--- src/sv/hlp_pkg.sv ---
`timescale 1ns / 1ps
`default_nettype none

package hlp_pkg;

    // Storage and field widths
    localparam int STORE_DEPTH = 64;
    localparam int SLOT_W      = $clog2(STORE_DEPTH);
    localparam int KEY_W       = 31;
    localparam int VALUE_W     = 32;
    localparam int PROBE_W     = $clog2(STORE_DEPTH + 1);
    localparam int CMD_W       = 2;
    localparam int STATUS_W    = 3;

    // Stream widths (tdata padded to whole bytes)
    localparam int IN_FIELDS_W  = KEY_W + VALUE_W + SLOT_W;
    localparam int IN_TDATA_W   = ((IN_FIELDS_W + 7) / 8) * 8;
    localparam int OUT_FIELDS_W = SLOT_W + VALUE_W + PROBE_W;
    localparam int OUT_TDATA_W  = ((OUT_FIELDS_W + 7) / 8) * 8;

    // Depth of the request queue between front and back
    localparam int QUEUE_DEPTH = 2;

    // Default geometry
    localparam int DEF_NUM_BUCKETS      = 16;
    localparam int DEF_SLOTS_PER_BUCKET = 4;

    typedef enum logic [CMD_W-1:0] {
        CMD_INSERT = 2'd0,
        CMD_SEARCH = 2'd1,
        CMD_DELETE = 2'd2,
        CMD_RSVD   = 2'd3
    } hlp_cmd_t;

    typedef enum logic [STATUS_W-1:0] {
        ST_INSERTED  = 3'd0,
        ST_FOUND     = 3'd1,
        ST_NOT_FOUND = 3'd2,
        ST_FULL      = 3'd3,
        ST_DELETED   = 3'd4
    } hlp_status_t;

    // Classified request: pos is the home slot, or the slot to clear on delete
    typedef struct packed {
        hlp_cmd_t                   cmd;
        logic [KEY_W-1:0]           key;
        logic signed [VALUE_W-1:0]  value;
        logic [SLOT_W-1:0]          pos;
    } hlp_req_t;

    // Slots in use: bucket count times bucket size, capped at the storage depth
    function automatic int table_slots(input int nb, input int spb);
        int raw;
        raw = nb * spb;
        return (raw > STORE_DEPTH) ? STORE_DEPTH : raw;
    endfunction

endpackage

`default_nettype wire

--- src/sv/hlp_front.sv ---
`timescale 1ns / 1ps
`default_nettype none

module hlp_front
    import hlp_pkg::*;
#(
    parameter int NUM_BUCKETS      = DEF_NUM_BUCKETS,
    parameter int SLOTS_PER_BUCKET = DEF_SLOTS_PER_BUCKET
)
(
    input  wire logic                       clk,
    input  wire logic                       rst_n,
    input  wire logic                       in_valid,
    output logic                            in_ready,
    input  wire hlp_cmd_t                   in_cmd,
    input  wire logic [KEY_W-1:0]           in_key,
    input  wire logic signed [VALUE_W-1:0]  in_value,
    input  wire logic [SLOT_W-1:0]          in_slot,
    output logic                            q_valid,
    input  wire logic                       q_ready,
    output hlp_req_t                        q_data
);

    // Quotient by reciprocal: with L = clog2(NUM_BUCKETS), key times
    // ceil(2^(KEY_W+L) / NUM_BUCKETS), shifted right by KEY_W+L, is the exact
    // quotient for every KEY_W-bit key; the factor fits in KEY_W+1 bits.
    localparam int     RECIP_SH = KEY_W + $clog2(NUM_BUCKETS);
    localparam longint RECIP_LL = ((longint'(1) << RECIP_SH) + longint'(NUM_BUCKETS) - 1)
                                  / longint'(NUM_BUCKETS);
    localparam int     RECIP_W  = KEY_W + 1;
    localparam int     PROD_W   = KEY_W + RECIP_W;
    localparam int     RW       = $clog2(NUM_BUCKETS + 1);

    localparam logic [RECIP_W-1:0] RECIP_M = RECIP_W'(RECIP_LL);
    localparam logic [KEY_W-1:0]   NB_K    = KEY_W'(NUM_BUCKETS);
    localparam logic [SLOT_W-1:0]  SPB_S   = SLOT_W'(SLOTS_PER_BUCKET);

    typedef enum logic [2:0] {
        F_IDLE,
        F_QUOT,
        F_REM,
        F_HOME,
        F_PUSH
    } front_state_t;

    front_state_t      state_reg, state_next;
    hlp_req_t          req_reg, req_next;
    logic [KEY_W-1:0]  quot_reg, quot_next;
    logic [RW-1:0]     rem_reg, rem_next;

    logic [PROD_W-1:0] prod;
    logic [KEY_W-1:0]  rem_full;
    logic [SLOT_W-1:0] home;

    assign in_ready = (state_reg == F_IDLE);
    assign q_valid  = (state_reg == F_PUSH);
    assign q_data   = req_reg;

    // Hash datapath, one step per cycle
    assign prod     = PROD_W'(req_reg.key) * PROD_W'(RECIP_M);
    assign rem_full = req_reg.key - quot_reg * NB_K;
    // The storage depth is a power of two and an uncapped table holds every
    // remainder times bucket size, so the low slot bits are the home slot
    assign home     = SLOT_W'(rem_reg) * SPB_S;

    // Next state
    always_comb
    begin
        state_next = state_reg;
        req_next   = req_reg;
        quot_next  = quot_reg;
        rem_next   = rem_reg;
        unique case (state_reg)
            F_IDLE:
            begin
                if (in_valid)
                begin
                    req_next.cmd   = in_cmd;
                    req_next.key   = in_key;
                    req_next.value = in_value;
                    req_next.pos   = in_slot;
                    if (in_cmd == CMD_INSERT || in_cmd == CMD_SEARCH)
                    begin
                        state_next = F_QUOT;
                    end
                    else
                    begin
                        state_next = F_PUSH;
                    end
                end
            end
            F_QUOT:
            begin
                quot_next  = KEY_W'(prod >> RECIP_SH);
                state_next = F_REM;
            end
            F_REM:
            begin
                rem_next   = RW'(rem_full);
                state_next = F_HOME;
            end
            F_HOME:
            begin
                req_next.pos = home;
                state_next   = F_PUSH;
            end
            F_PUSH:
            begin
                if (q_ready)
                begin
                    state_next = F_IDLE;
                end
            end
            default:
            begin
                state_next = F_IDLE;
            end
        endcase
    end

    always_ff @(posedge clk or negedge rst_n)
    begin
        if (!rst_n)
        begin
            state_reg <= F_IDLE;
            req_reg   <= '0;
            quot_reg  <= '0;
            rem_reg   <= '0;
        end
        else
        begin
            state_reg <= state_next;
            req_reg   <= req_next;
            quot_reg  <= quot_next;
            rem_reg   <= rem_next;
        end
    end

endmodule

`default_nettype wire

--- src/sv/hlp_fifo.sv ---
`timescale 1ns / 1ps
`default_nettype none

module hlp_fifo
    import hlp_pkg::*;
(
    input  wire logic      clk,
    input  wire logic      rst_n,
    input  wire logic      in_valid,
    output logic           in_ready,
    input  wire hlp_req_t  in_data,
    output logic           out_valid,
    input  wire logic      out_ready,
    output hlp_req_t       out_data
);

    localparam int PTR_W = (QUEUE_DEPTH > 1) ? $clog2(QUEUE_DEPTH) : 1;
    localparam int CNT_W = $clog2(QUEUE_DEPTH + 1);

    hlp_req_t            buf_reg [QUEUE_DEPTH];
    logic [PTR_W-1:0]    wr_ptr_reg, wr_ptr_next;
    logic [PTR_W-1:0]    rd_ptr_reg, rd_ptr_next;
    logic [CNT_W-1:0]    count_reg, count_next;
    logic                push;
    logic                pop;

    assign in_ready  = (count_reg != CNT_W'(QUEUE_DEPTH));
    assign out_valid = (count_reg != '0);
    assign out_data  = buf_reg[rd_ptr_reg];
    assign push      = in_valid && in_ready;
    assign pop       = out_valid && out_ready;

    // Pointer wrap and occupancy
    always_comb
    begin
        wr_ptr_next = wr_ptr_reg;
        rd_ptr_next = rd_ptr_reg;
        count_next  = count_reg;
        if (push)
        begin
            wr_ptr_next = (wr_ptr_reg == PTR_W'(QUEUE_DEPTH - 1)) ? '0 : wr_ptr_reg + 1'b1;
        end
        if (pop)
        begin
            rd_ptr_next = (rd_ptr_reg == PTR_W'(QUEUE_DEPTH - 1)) ? '0 : rd_ptr_reg + 1'b1;
        end
        if (push && !pop)
        begin
            count_next = count_reg + 1'b1;
        end
        else if (pop && !push)
        begin
            count_next = count_reg - 1'b1;
        end
    end

    always_ff @(posedge clk or negedge rst_n)
    begin
        if (!rst_n)
        begin
            wr_ptr_reg <= '0;
            rd_ptr_reg <= '0;
            count_reg  <= '0;
        end
        else
        begin
            wr_ptr_reg <= wr_ptr_next;
            rd_ptr_reg <= rd_ptr_next;
            count_reg  <= count_next;
        end
    end

    // Entry storage
    always_ff @(posedge clk)
    begin
        if (push)
        begin
            buf_reg[wr_ptr_reg] <= in_data;
        end
    end

endmodule

`default_nettype wire

--- src/sv/hlp_back.sv ---
`timescale 1ns / 1ps
`default_nettype none

module hlp_back
    import hlp_pkg::*;
#(
    parameter int NUM_BUCKETS      = DEF_NUM_BUCKETS,
    parameter int SLOTS_PER_BUCKET = DEF_SLOTS_PER_BUCKET
)
(
    input  wire logic                   clk,
    input  wire logic                   rst_n,
    input  wire logic                   q_valid,
    output logic                        q_ready,
    input  wire hlp_req_t               q_data,
    output logic                        m_axis_tvalid,
    input  wire logic                   m_axis_tready,
    output logic [OUT_TDATA_W-1:0]      m_axis_tdata,  // slot_out, value_out, probe_count
    output logic [STATUS_W-1:0]         m_axis_tuser   // status
);

    localparam int TBL_SLOTS = table_slots(NUM_BUCKETS, SLOTS_PER_BUCKET);
    localparam logic [STORE_DEPTH-1:0] TBL_MASK =
        {STORE_DEPTH{1'b1}} >> (STORE_DEPTH - TBL_SLOTS);
    localparam logic [PROBE_W-1:0] TS_P = PROBE_W'(TBL_SLOTS);
    localparam logic [SLOT_W-1:0]  LAST_SLOT = SLOT_W'(TBL_SLOTS - 1);

    typedef enum logic [1:0] {
        B_IDLE,
        B_PROBE,
        B_OUT
    } back_state_t;

    back_state_t                state_reg, state_next;
    hlp_req_t                   req_reg, req_next;
    logic [SLOT_W-1:0]          addr_reg, addr_next;
    logic [PROBE_W-1:0]         issue_cnt_reg, issue_cnt_next;
    logic [PROBE_W-1:0]         probes_reg, probes_next;
    logic                       rd_live_reg, rd_live_next;
    hlp_status_t                res_status_reg, res_status_next;
    logic [SLOT_W-1:0]          res_slot_reg, res_slot_next;
    logic signed [VALUE_W-1:0]  res_value_reg, res_value_next;
    logic [PROBE_W-1:0]         res_probes_reg, res_probes_next;
    logic                       out_valid_reg, out_valid_next;
    logic [OUT_TDATA_W-1:0]     out_data_reg, out_data_next;
    hlp_status_t                out_status_reg, out_status_next;
    logic [STORE_DEPTH-1:0]     slot_valid_reg;

    // Key/value store and its registered read port
    logic [KEY_W-1:0]           key_mem [STORE_DEPTH];
    logic signed [VALUE_W-1:0]  value_mem [STORE_DEPTH];
    logic [KEY_W-1:0]           rd_key_reg;
    logic signed [VALUE_W-1:0]  rd_value_reg;
    logic                       rd_valid_reg;
    logic [SLOT_W-1:0]          rd_addr_reg;

    logic                       is_insert;
    logic                       hit;
    logic                       last_probe;
    logic                       issue;
    logic                       mem_we;
    logic                       del_go;
    logic                       out_free;
    logic                       out_load;
    logic [PROBE_W-1:0]         probe_num;

    assign is_insert  = (req_reg.cmd == CMD_INSERT);
    assign probe_num  = probes_reg + 1'b1;
    assign hit        = rd_live_reg && (is_insert ? !rd_valid_reg
                                     : (rd_valid_reg && rd_key_reg == req_reg.key));
    assign last_probe = rd_live_reg && (probe_num == TS_P);
    assign issue      = (state_reg == B_PROBE) && !hit && (issue_cnt_reg != TS_P);
    assign mem_we     = (state_reg == B_PROBE) && hit && is_insert;
    assign q_ready    = (state_reg == B_IDLE);
    assign del_go     = (state_reg == B_IDLE) && q_valid && (q_data.cmd == CMD_DELETE)
                        && ({1'b0, q_data.pos} < TS_P);
    assign out_free   = !out_valid_reg || m_axis_tready;
    assign out_load   = (state_reg == B_OUT) && out_free;

    assign m_axis_tvalid = out_valid_reg;
    assign m_axis_tdata  = out_data_reg;
    assign m_axis_tuser  = out_status_reg;

    // Control: pop a request, probe one slot per cycle, hand the result over
    always_comb
    begin
        state_next      = state_reg;
        req_next        = req_reg;
        addr_next       = addr_reg;
        issue_cnt_next  = issue_cnt_reg;
        probes_next     = probes_reg;
        rd_live_next    = issue;
        res_status_next = res_status_reg;
        res_slot_next   = res_slot_reg;
        res_value_next  = res_value_reg;
        res_probes_next = res_probes_reg;
        out_valid_next  = out_valid_reg;
        out_data_next   = out_data_reg;
        out_status_next = out_status_reg;

        if (out_valid_reg && m_axis_tready)
        begin
            out_valid_next = 1'b0;
        end

        unique case (state_reg)
            B_IDLE:
            begin
                if (q_valid)
                begin
                    req_next        = q_data;
                    addr_next       = q_data.pos;
                    issue_cnt_next  = '0;
                    probes_next     = '0;
                    res_value_next  = '0;
                    res_probes_next = '0;
                    unique case (q_data.cmd)
                        CMD_INSERT, CMD_SEARCH:
                        begin
                            state_next = B_PROBE;
                        end
                        CMD_DELETE:
                        begin
                            res_status_next = ST_DELETED;
                            res_slot_next   = q_data.pos;
                            state_next      = B_OUT;
                        end
                        CMD_RSVD:
                        begin
                            res_status_next = ST_NOT_FOUND;
                            res_slot_next   = '0;
                            state_next      = B_OUT;
                        end
                        default:
                        begin
                            state_next = B_OUT;
                        end
                    endcase
                end
            end
            B_PROBE:
            begin
                if (issue)
                begin
                    addr_next      = (addr_reg == LAST_SLOT) ? '0 : addr_reg + 1'b1;
                    issue_cnt_next = issue_cnt_reg + 1'b1;
                end
                if (rd_live_reg)
                begin
                    probes_next = probe_num;
                end
                if (hit)
                begin
                    res_status_next = is_insert ? ST_INSERTED : ST_FOUND;
                    res_slot_next   = rd_addr_reg;
                    res_value_next  = is_insert ? '0 : rd_value_reg;
                    res_probes_next = probe_num;
                    state_next      = B_OUT;
                end
                else if (last_probe)
                begin
                    res_status_next = is_insert ? ST_FULL : ST_NOT_FOUND;
                    res_slot_next   = '0;
                    res_value_next  = '0;
                    res_probes_next = TS_P;
                    state_next      = B_OUT;
                end
            end
            B_OUT:
            begin
                if (out_free)
                begin
                    out_valid_next  = 1'b1;
                    out_status_next = res_status_reg;
                    out_data_next   = OUT_TDATA_W'({res_probes_reg, res_value_reg,
                                                    res_slot_reg});
                    state_next      = B_IDLE;
                end
            end
            default:
            begin
                state_next = B_IDLE;
            end
        endcase
    end

    always_ff @(posedge clk or negedge rst_n)
    begin
        if (!rst_n)
        begin
            state_reg      <= B_IDLE;
            req_reg        <= '0;
            addr_reg       <= '0;
            issue_cnt_reg  <= '0;
            probes_reg     <= '0;
            rd_live_reg    <= 1'b0;
            res_status_reg <= ST_NOT_FOUND;
            res_slot_reg   <= '0;
            res_value_reg  <= '0;
            res_probes_reg <= '0;
            out_valid_reg  <= 1'b0;
            out_data_reg   <= '0;
            out_status_reg <= ST_NOT_FOUND;
        end
        else
        begin
            state_reg      <= state_next;
            req_reg        <= req_next;
            addr_reg       <= addr_next;
            issue_cnt_reg  <= issue_cnt_next;
            probes_reg     <= probes_next;
            rd_live_reg    <= rd_live_next;
            res_status_reg <= res_status_next;
            res_slot_reg   <= res_slot_next;
            res_value_reg  <= res_value_next;
            res_probes_reg <= res_probes_next;
            out_valid_reg  <= out_valid_next;
            out_data_reg   <= out_data_next;
            out_status_reg <= out_status_next;
        end
    end

    // Valid marks: set by a successful insert, cleared by delete
    always_ff @(posedge clk or negedge rst_n)
    begin
        if (!rst_n)
        begin
            slot_valid_reg <= '0;
        end
        else
        begin
            if (mem_we)
            begin
                slot_valid_reg[rd_addr_reg] <= 1'b1;
            end
            if (del_go)
            begin
                slot_valid_reg[q_data.pos] <= 1'b0;
            end
        end
    end

    // Store write and read
    always_ff @(posedge clk)
    begin
        if (mem_we)
        begin
            key_mem[rd_addr_reg]   <= req_reg.key;
            value_mem[rd_addr_reg] <= req_reg.value;
        end
        rd_key_reg   <= key_mem[addr_reg];
        rd_value_reg <= value_mem[addr_reg];
        rd_valid_reg <= slot_valid_reg[addr_reg];
        rd_addr_reg  <= addr_reg;
    end

    // No slot outside the table is ever marked valid
    a_mask: assert property (@(posedge clk) disable iff (!rst_n)
        (slot_valid_reg & ~TBL_MASK) == '0)
        else $error("valid mark set outside the table");

    // A full report means every slot of the table is occupied
    a_full: assert property (@(posedge clk) disable iff (!rst_n)
        (out_load && res_status_reg == ST_FULL) |-> ($countones(slot_valid_reg) == TBL_SLOTS))
        else $error("table full reported with a free slot");

    // An insert never lands on an occupied slot
    a_write: assert property (@(posedge clk) disable iff (!rst_n)
        mem_we |-> !slot_valid_reg[rd_addr_reg])
        else $error("insert overwrote a valid slot");

    // A result never counts more probes than the table has slots
    a_probes: assert property (@(posedge clk) disable iff (!rst_n)
        out_load |-> (res_probes_reg <= TS_P))
        else $error("probe count beyond table size");

    // The next read is issued only while the lap is unfinished
    a_issue: assert property (@(posedge clk) disable iff (!rst_n)
        rd_live_reg |-> (probes_reg < TS_P))
        else $error("probe issued past one lap");

endmodule

`default_nettype wire

--- src/sv/hash_table_linear_probe.sv ---
`timescale 1ns / 1ps
`default_nettype none

// Open-addressing hash table with linear probing over up to 64 slots
// (NUM_BUCKETS * SLOTS_PER_BUCKET, capped at 64). Each request on the s_axis
// side gives exactly one result on the m_axis side, in order. A front stage
// finds the home slot (key mod NUM_BUCKETS by reciprocal multiplication, times
// SLOTS_PER_BUCKET), working out quotient, remainder and home slot in turn for
// an insert or search and passing a delete or the reserved command straight
// on; it takes a new request only once the last one is in the queue. A
// two-entry queue then feeds the probe engine, which reads one slot per cycle
// from the key/value store and takes a new request only once the result of
// the last one is handed to the output register. The slower of the two
// stages sets the sustained rate, normally the probe engine; a stalled m_axis
// side backs up through the queue into s_axis_tready.
// Valid marks are cleared at reset; the block is ready right after reset.
module hash_table_linear_probe
    import hlp_pkg::*;
#(
    parameter int NUM_BUCKETS      = DEF_NUM_BUCKETS,
    parameter int SLOTS_PER_BUCKET = DEF_SLOTS_PER_BUCKET
)
(
    input  wire logic                    clk,
    input  wire logic                    rst_n,
    input  wire logic                    s_axis_tvalid,
    output logic                         s_axis_tready,
    input  wire logic [IN_TDATA_W-1:0]   s_axis_tdata,   // key, value_in, slot_in
    input  wire logic [CMD_W-1:0]        s_axis_tuser,   // command
    output logic                         m_axis_tvalid,
    input  wire logic                    m_axis_tready,
    output logic [OUT_TDATA_W-1:0]       m_axis_tdata,   // slot_out, value_out, probe_count
    output logic [STATUS_W-1:0]          m_axis_tuser    // status
);

    hlp_cmd_t                   in_cmd;
    logic [KEY_W-1:0]           in_key;
    logic signed [VALUE_W-1:0]  in_value;
    logic [SLOT_W-1:0]          in_slot;

    logic       fq_valid;
    logic       fq_ready;
    hlp_req_t   fq_data;
    logic       qb_valid;
    logic       qb_ready;
    hlp_req_t   qb_data;

    // Request unpacking
    assign in_cmd   = hlp_cmd_t'(s_axis_tuser);
    assign in_key   = s_axis_tdata[KEY_W-1:0];
    assign in_value = s_axis_tdata[KEY_W+VALUE_W-1:KEY_W];
    assign in_slot  = s_axis_tdata[IN_FIELDS_W-1:KEY_W+VALUE_W];

    hlp_front #(
        .NUM_BUCKETS      (NUM_BUCKETS),
        .SLOTS_PER_BUCKET (SLOTS_PER_BUCKET)
    ) u_front (
        .clk      (clk),
        .rst_n    (rst_n),
        .in_valid (s_axis_tvalid),
        .in_ready (s_axis_tready),
        .in_cmd   (in_cmd),
        .in_key   (in_key),
        .in_value (in_value),
        .in_slot  (in_slot),
        .q_valid  (fq_valid),
        .q_ready  (fq_ready),
        .q_data   (fq_data)
    );

    hlp_fifo u_fifo (
        .clk       (clk),
        .rst_n     (rst_n),
        .in_valid  (fq_valid),
        .in_ready  (fq_ready),
        .in_data   (fq_data),
        .out_valid (qb_valid),
        .out_ready (qb_ready),
        .out_data  (qb_data)
    );

    hlp_back #(
        .NUM_BUCKETS      (NUM_BUCKETS),
        .SLOTS_PER_BUCKET (SLOTS_PER_BUCKET)
    ) u_back (
        .clk           (clk),
        .rst_n         (rst_n),
        .q_valid       (qb_valid),
        .q_ready       (qb_ready),
        .q_data        (qb_data),
        .m_axis_tvalid (m_axis_tvalid),
        .m_axis_tready (m_axis_tready),
        .m_axis_tdata  (m_axis_tdata),
        .m_axis_tuser  (m_axis_tuser)
    );

endmodule

`default_nettype wire

--- config.mk ---
export PLATFORM = sky130hd
export DESIGN_NAME = hash_table_linear_probe
export DESIGN_NICKNAME = d
export VERILOG_FILES = /design/src/sv/hlp_pkg.sv /design/src/sv/hlp_front.sv /design/src/sv/hlp_fifo.sv /design/src/sv/hlp_back.sv /design/src/sv/hash_table_linear_probe.sv
export SDC_FILE = /design/constraint.sdc
export NUM_CORES = 2
export LEC_CHECK = 0
export ABC_AREA = 1
export ABC_CLOCK_PERIOD_IN_PS = 13000
export BUFFER_PORTS_ARGS = -buffer_cell sky130_fd_sc_hd__buf_4
export CORE_MARGIN = 4
export CORE_UTILIZATION = 40
export CTS_CLUSTER_DIAMETER = 80
export DETAILED_ROUTE_END_ITERATION = 7
export PLACE_DENSITY = 0.65
export SYNTH_ARGS = -nofsm -noshare
export SYNTH_HDL_FRONTEND = slang
export SYNTH_MEMORY_MAX_BITS = 65536
export SYNTH_SLANG_ARGS = --single-unit
--- constraint.sdc ---
create_clock -name clk -period 13 [get_ports clk]
set_clock_uncertainty 0.05 [all_clocks]
set_input_delay 0.65 -clock clk [delete_from_list [all_inputs] [get_ports clk]]
set_output_delay 0.65 -clock clk [all_outputs]
set_load 0.1 [all_outputs]
# After elaboration in Yosys (flattened, before gate mapping)
# Memories as Yosys holds them, arrays and structs flattened. A register that Yosys moved wholly into a read port is not among the register bits.
# Index checks and enable logic that the tools add are counted.
[classes] muxes=61 n_addsub=8 order_cmp=5 n_bitwise=3 reduce_logical=43 n_eq_ne=23
[op_table] op="$mux W32" count=4
[op_table] op="$mux W64" count=2
[op_table] op="$and A64 B64 Y64" count=1
[op_table] op="$not A64 Y64" count=1
[op_table] op="$or A64 B64 Y64" count=1
[op_table] op="$pmux W32 S2" count=1
[op_table] op="$pmux W6 S2" count=4
[op_table] op="$mux W6" count=7
[op_table] op="$pmux W7 S2" count=3
[op_table] op="$mux W7" count=5
[op_table] op="$eq A31 B31 Y1" count=1
[op_table] op="$lt A6 B7 Y1 const B" count=3
[op_table] op="$mux W3" count=6
[op_table] op="$logic_and A1 B1 Y1" count=15
[op_table] op="$mux W1" count=15
[op_table] op="$pmux W3 S5" count=1
[op_table] op="$add A7 B1 Y7 const B" count=2
[op_table] op="$demux W1 S6" count=2
[op_table] op="$ge A6 B1 Y1 const B" count=2
[op_table] op="$mux W2" count=6
[op_table] op="$pmux W3 S2" count=2
[op_table] op="$reduce_and A3 Y1" count=4
[op_table] op="$reduce_and A2 Y1" count=5
[op_table] op="$logic_not A2 Y1" count=4
[op_table] op="25 further kinds" count=46
[word_totals] mem_count=3 register_bits=338 ram_bits=4174 in_bits=78 out_inout_bits=53 wordCells=173
[mem_list] name="u_back.value_mem" words=64 word_bits=32 read_ports=1 rd_clocked_by_memory_dff=1 wr=1 line="hlp_back.sv:51" text="logic signed [VALUE_W-1:0] value_mem [STORE_DEPTH];"
[mem_list] name="u_back.key_mem" words=64 word_bits=31 read_ports=1 rd_clocked_by_memory_dff=1 wr=1 line="hlp_back.sv:50" text="logic [KEY_W-1:0] key_mem [STORE_DEPTH];"
[mem_list] name="u_fifo.buf_reg" words=2 word_bits=71 read_ports=1 rd_clocked_by_memory_dff=0 wr=1 line="hlp_fifo.sv:20" text="hlp_req_t buf_reg [QUEUE_DEPTH];"

# Longest topological paths before layout
[logic_depth] ltp_word=9 depth_mapped=15 depth_no_buf=14

# Cells and area by module
# Synthesis repeated with hierarchy kept, for this count alone.
[unflattened] hier_cells=14103 area_unflattened_um2=179278.2
[modules_own_cells] module="hlp_back" cells_each=13364 area_each_um2=170817.6 seq_area_each_um2=128710.9 n_inst=1
[modules_own_cells] module="hlp_fifo" cells_each=399 area_each_um2=5416.4 seq_area_each_um2=4364.2 n_inst=1
[modules_own_cells] module="hlp_front" cells_each=340 area_each_um2=3044.2 seq_area_each_um2=1951.9 n_inst=1

# Worst setup path before layout
# Ideal clock, no wire load.
[synth_path] path_type="register to register" from="register u_back.state_reg[1]" to="memory u_back.key_mem[56][0] (enable)" t_arrival_ns=3.941 period_less_slack_ns=4.477 required_ns=12.464 stages_incl_launch_ff=6 setup_time_ns=0.486 setup_slack_ns=8.523 n_path_buf=0 cell_sequence="dfrtp_1 > nor2_1 > inv_1 > nor3_1 > nand2_1 > nor2_1"
[synth_via] elab_chain_cells=5
[synth_rtl] element="start, declared" line="hlp_back.sv:34" text="back_state_t state_reg, state_next;"
[synth_rtl] element="start signal, assigned" line="hlp_back.sv:207" text="state_reg <= state_next;"
[synth_rtl] element="$eq A2 B1 Y1" line="hlp_back.sv:73" text="assign mem_we = (state_reg == B_PROBE) && hit && is_insert;"
[synth_rtl] element="$logic_and A1 B1 Y1 (2 in a row)" line="hlp_back.sv:73"
[synth_rtl] element="$mux W1" line="hlp_back.sv:246" text="if (mem_we)"
[synth_rtl] element="$mux W1 (implied by the code)" line="hlp_back.sv:248" text="key_mem[rd_addr_reg] <= req_reg.key;"
[synth_rtl] element="end, declared" line="hlp_back.sv:50"
# No other way between the ends.

# Worst setup path after layout
[layout_path] from="register u_back.state_reg[1]" to="memory u_back.value_mem[34][27] (enable)"
[layout_via] elab_chain_cells=5
[layout_rtl] element="$eq A2 B1 Y1" line="hlp_back.sv:73"
[layout_rtl] element="$logic_and A1 B1 Y1 (2 in a row)" line="hlp_back.sv:73"
[layout_rtl] element="$mux W1" line="hlp_back.sv:246"
[layout_rtl] element="$mux W1 (implied by the code)" line="hlp_back.sv:249" text="value_mem[rd_addr_reg] <= req_reg.value;"
[layout_rtl] element="end, declared" line="hlp_back.sv:51"
# No other way between the ends.

==> run metrics <==
total power=46.8 mW; cell family with most CP delay=simple AND/OR/NAND/NOR gates; Synth Warn #=0; largest net degree at the start of global routing=220; Util after Layout=45.3%; Final TNS setup=0 ns; crit-path most repeated cell=buf_4; post-CTS setup buffers=0; vias per cell=5.99; status=complete, no violations; FFs w/ async S/R, synth=7.23%; Avg Inst Size Synth=13.7 um^2; max reg flops=2,048; critical path fanouts, max=60; maximum level of the CTS H-tree=5; Synth Instances=12,900; cells along the critical path=nor2_4 -> buf_4 -> inv_1 -> nor3_1 -> nand2_1 -> nor2_4 -> buf_4 -> buf_4; Pre-antenna DRT Iters=8; relative slew slack=10.9%; final setup fails=0; Reg clk slew, reported paths=0.06 ns; CTS root buf=clkbuf_16; distinct cell type count after synthesis=41; Clock Path Buffers=4; final worst-path cycle share=49.1%; crit path launch=u_back.state_reg[1]$_DFFE_PN0P_; met2 WL=247,000 um; Crit path required time=13.54 ns; top cells by area, synth=edfxtp_1 (71%), nor2_1 (4.8%), dfrtp_1 (4.6%); WL/cell=28.1 um; CTS tree=done; share of the synthesized area in the top cell type=70.7%; Max VDD drop=224 uV; WL met3=63,500 um; EDFF count, synth=4,174; Total Routed Length=540,000 um; Final ANT Viol Nets=0; met1 wire length=201,000 um; worst path arrival time=6.92 ns; Final min period=6.38 ns; CTS Sinks=4,575; PD cells=234 mW/mm^2; first-pass GRT wire length=767,000 um; Most used DFF post-synth=edfxtp_1; starting density of the core=40.2%; layout cell share with drive strength beyond 1=9.68%; DRC=0; CTS Buf Count=452; CP Buf/Inv Count=4; Core ar.=0.441 mm^2; Final #Nets=13,000; worst skew pair latency=1.01 ns; worst slew pin tran=1.33 ns; CP Class=reg -> reg; Fmax=157 MHz; IO Port Bufs=124; commonest cells in the netlist=edfxtp_1 (4,174), nor2_1 (2,284), o21ai_0 (1,632); vias in the first global route=106,000; IO Count=131; RSZ-0062 raised after global routing=no; Hold WS=0.186 ns; Worst setup SP type=flip-flop; GRT Overall Usage=23.0%; dominant cell type by area after synthesis=edfxtp_1; standard-cell rows=244; post-synthesis cell area=0.177 mm^2; Crit path largest cell delay=1.21 ns; chip width=674 um; die outline height=674 um; Worst Hold Class=in -> async; r2r setup slk=6.62 ns; initial drt markers=17,100; Critical-path top delay cell=nor2_4; Filler cells=38,500; max cap viols=0; post-synthesis sequential area ratio=76.2%; Slew Viols, Final=0; Leakage=64.1 nW; Critical R2R Launch=u_back.state_reg[1]$_DFFE_PN0P_; CP Capture Type=flip-flop; highest metal used=met5; Total Die Area=0.454 mm^2; GP Congestion=0.818; hpwl dp=271,000 um; Hold Fails Final Rpt=0; number of synthesized register bits=4,575; vias=115,000; area grow syn2layout=12.7%; initial antenna violation count=17; count leader, synth=edfxtp_1; gr ovfl total=0
[through the flow]
stage	std cells	worst slack, ns	cell area (um^2)
after floorplan	12900	8.52	177000
final	19200	6.62	200000
after detailed placement	18300	7.00	184000
after global routing	19200	6.61	200000
after global placement	18300	7.09	184000
after CTS	19200	6.96	200000
[what timing repair did]
action,CTS,global route
hold endpoints to repair,147,0
hold buffers,77,0
gates resized for setup,0,0
[final cells by class]
cell class,count,area [um^2],area share [%]
clock inverter,218,2030,1.01
tap,5904,7390,3.70
timing repair buffer,495,4170,2.08
inverter,225,907,0.454
multi-input combinational,7160,37600,18.8
antenna,11,27.5,0.0138
sequential,4575,135000,67.6
clock buffer,627,12600,6.32
[worst paths after layout]
kind	endpoint	depth (start not counted)
max	u_back.value_mem[34][27]$_DFFE_PP_	8
min	u_back.req_reg[54]$_DFFE_PN0P_	2
max reg2reg	u_back.value_mem[34][27]$_DFFE_PP_	8
min reg2reg	u_fifo.buf_reg[1][55]$_DFFE_PP_	0
max in group asynchronous	u_back.m_axis_tdata[39]$_DFFE_PN0P_	3
min in group clk	u_front.q_data[18]$_DFFE_PN0P_	3
[layout by cell type (no fill, tap or decap), drive strengths merged, types with 418 or more instances in the layout]
master  count
o22ai     573
clkbuf    627
edfxtp   4174
nand2     423
buf       418
o21ai    2162
o221ai    448
nand3     444
nor2     2287
o211ai    576
[power by group]
| part | total (mW) | switching, mW | internal [mW] | leakage [nW] |
|---|---|---|---|---|
| Sequential | 20.0 | 1.37 | 18.7 | 42.1 |
| Clock | 12.9 | 5.54 | 7.39 | 7.19 |
| Combinational | 13.9 | 10.3 | 3.60 | 14.8 |
| Total | 46.8 | 17.2 | 29.6 | 64.1 |
[cells by family after synthesis]
kind of cell,after synthesis,synth area share [%]
other,1,0.00212
adder cells (fa/ha/maj),6,0.0423
AND/OR/NAND/NOR,3216,7.21
buffers and inverters,1190,2.92
XOR/XNOR,17,0.0840
flip-flops,4575,76.2
AO/OA/AOI/OAI,3843,13.1
multiplexers,75,0.476
[metal layers]
metal / vias to the layer above / GRT usage (%)
met1: 57700 / 30.7
li1: 49100 / -
met3: 1336 / 5.03
met2: 7071 / 36.1
met5: - / 0
met4: 10 / 10.6
(Power assumes the default switching activity.)
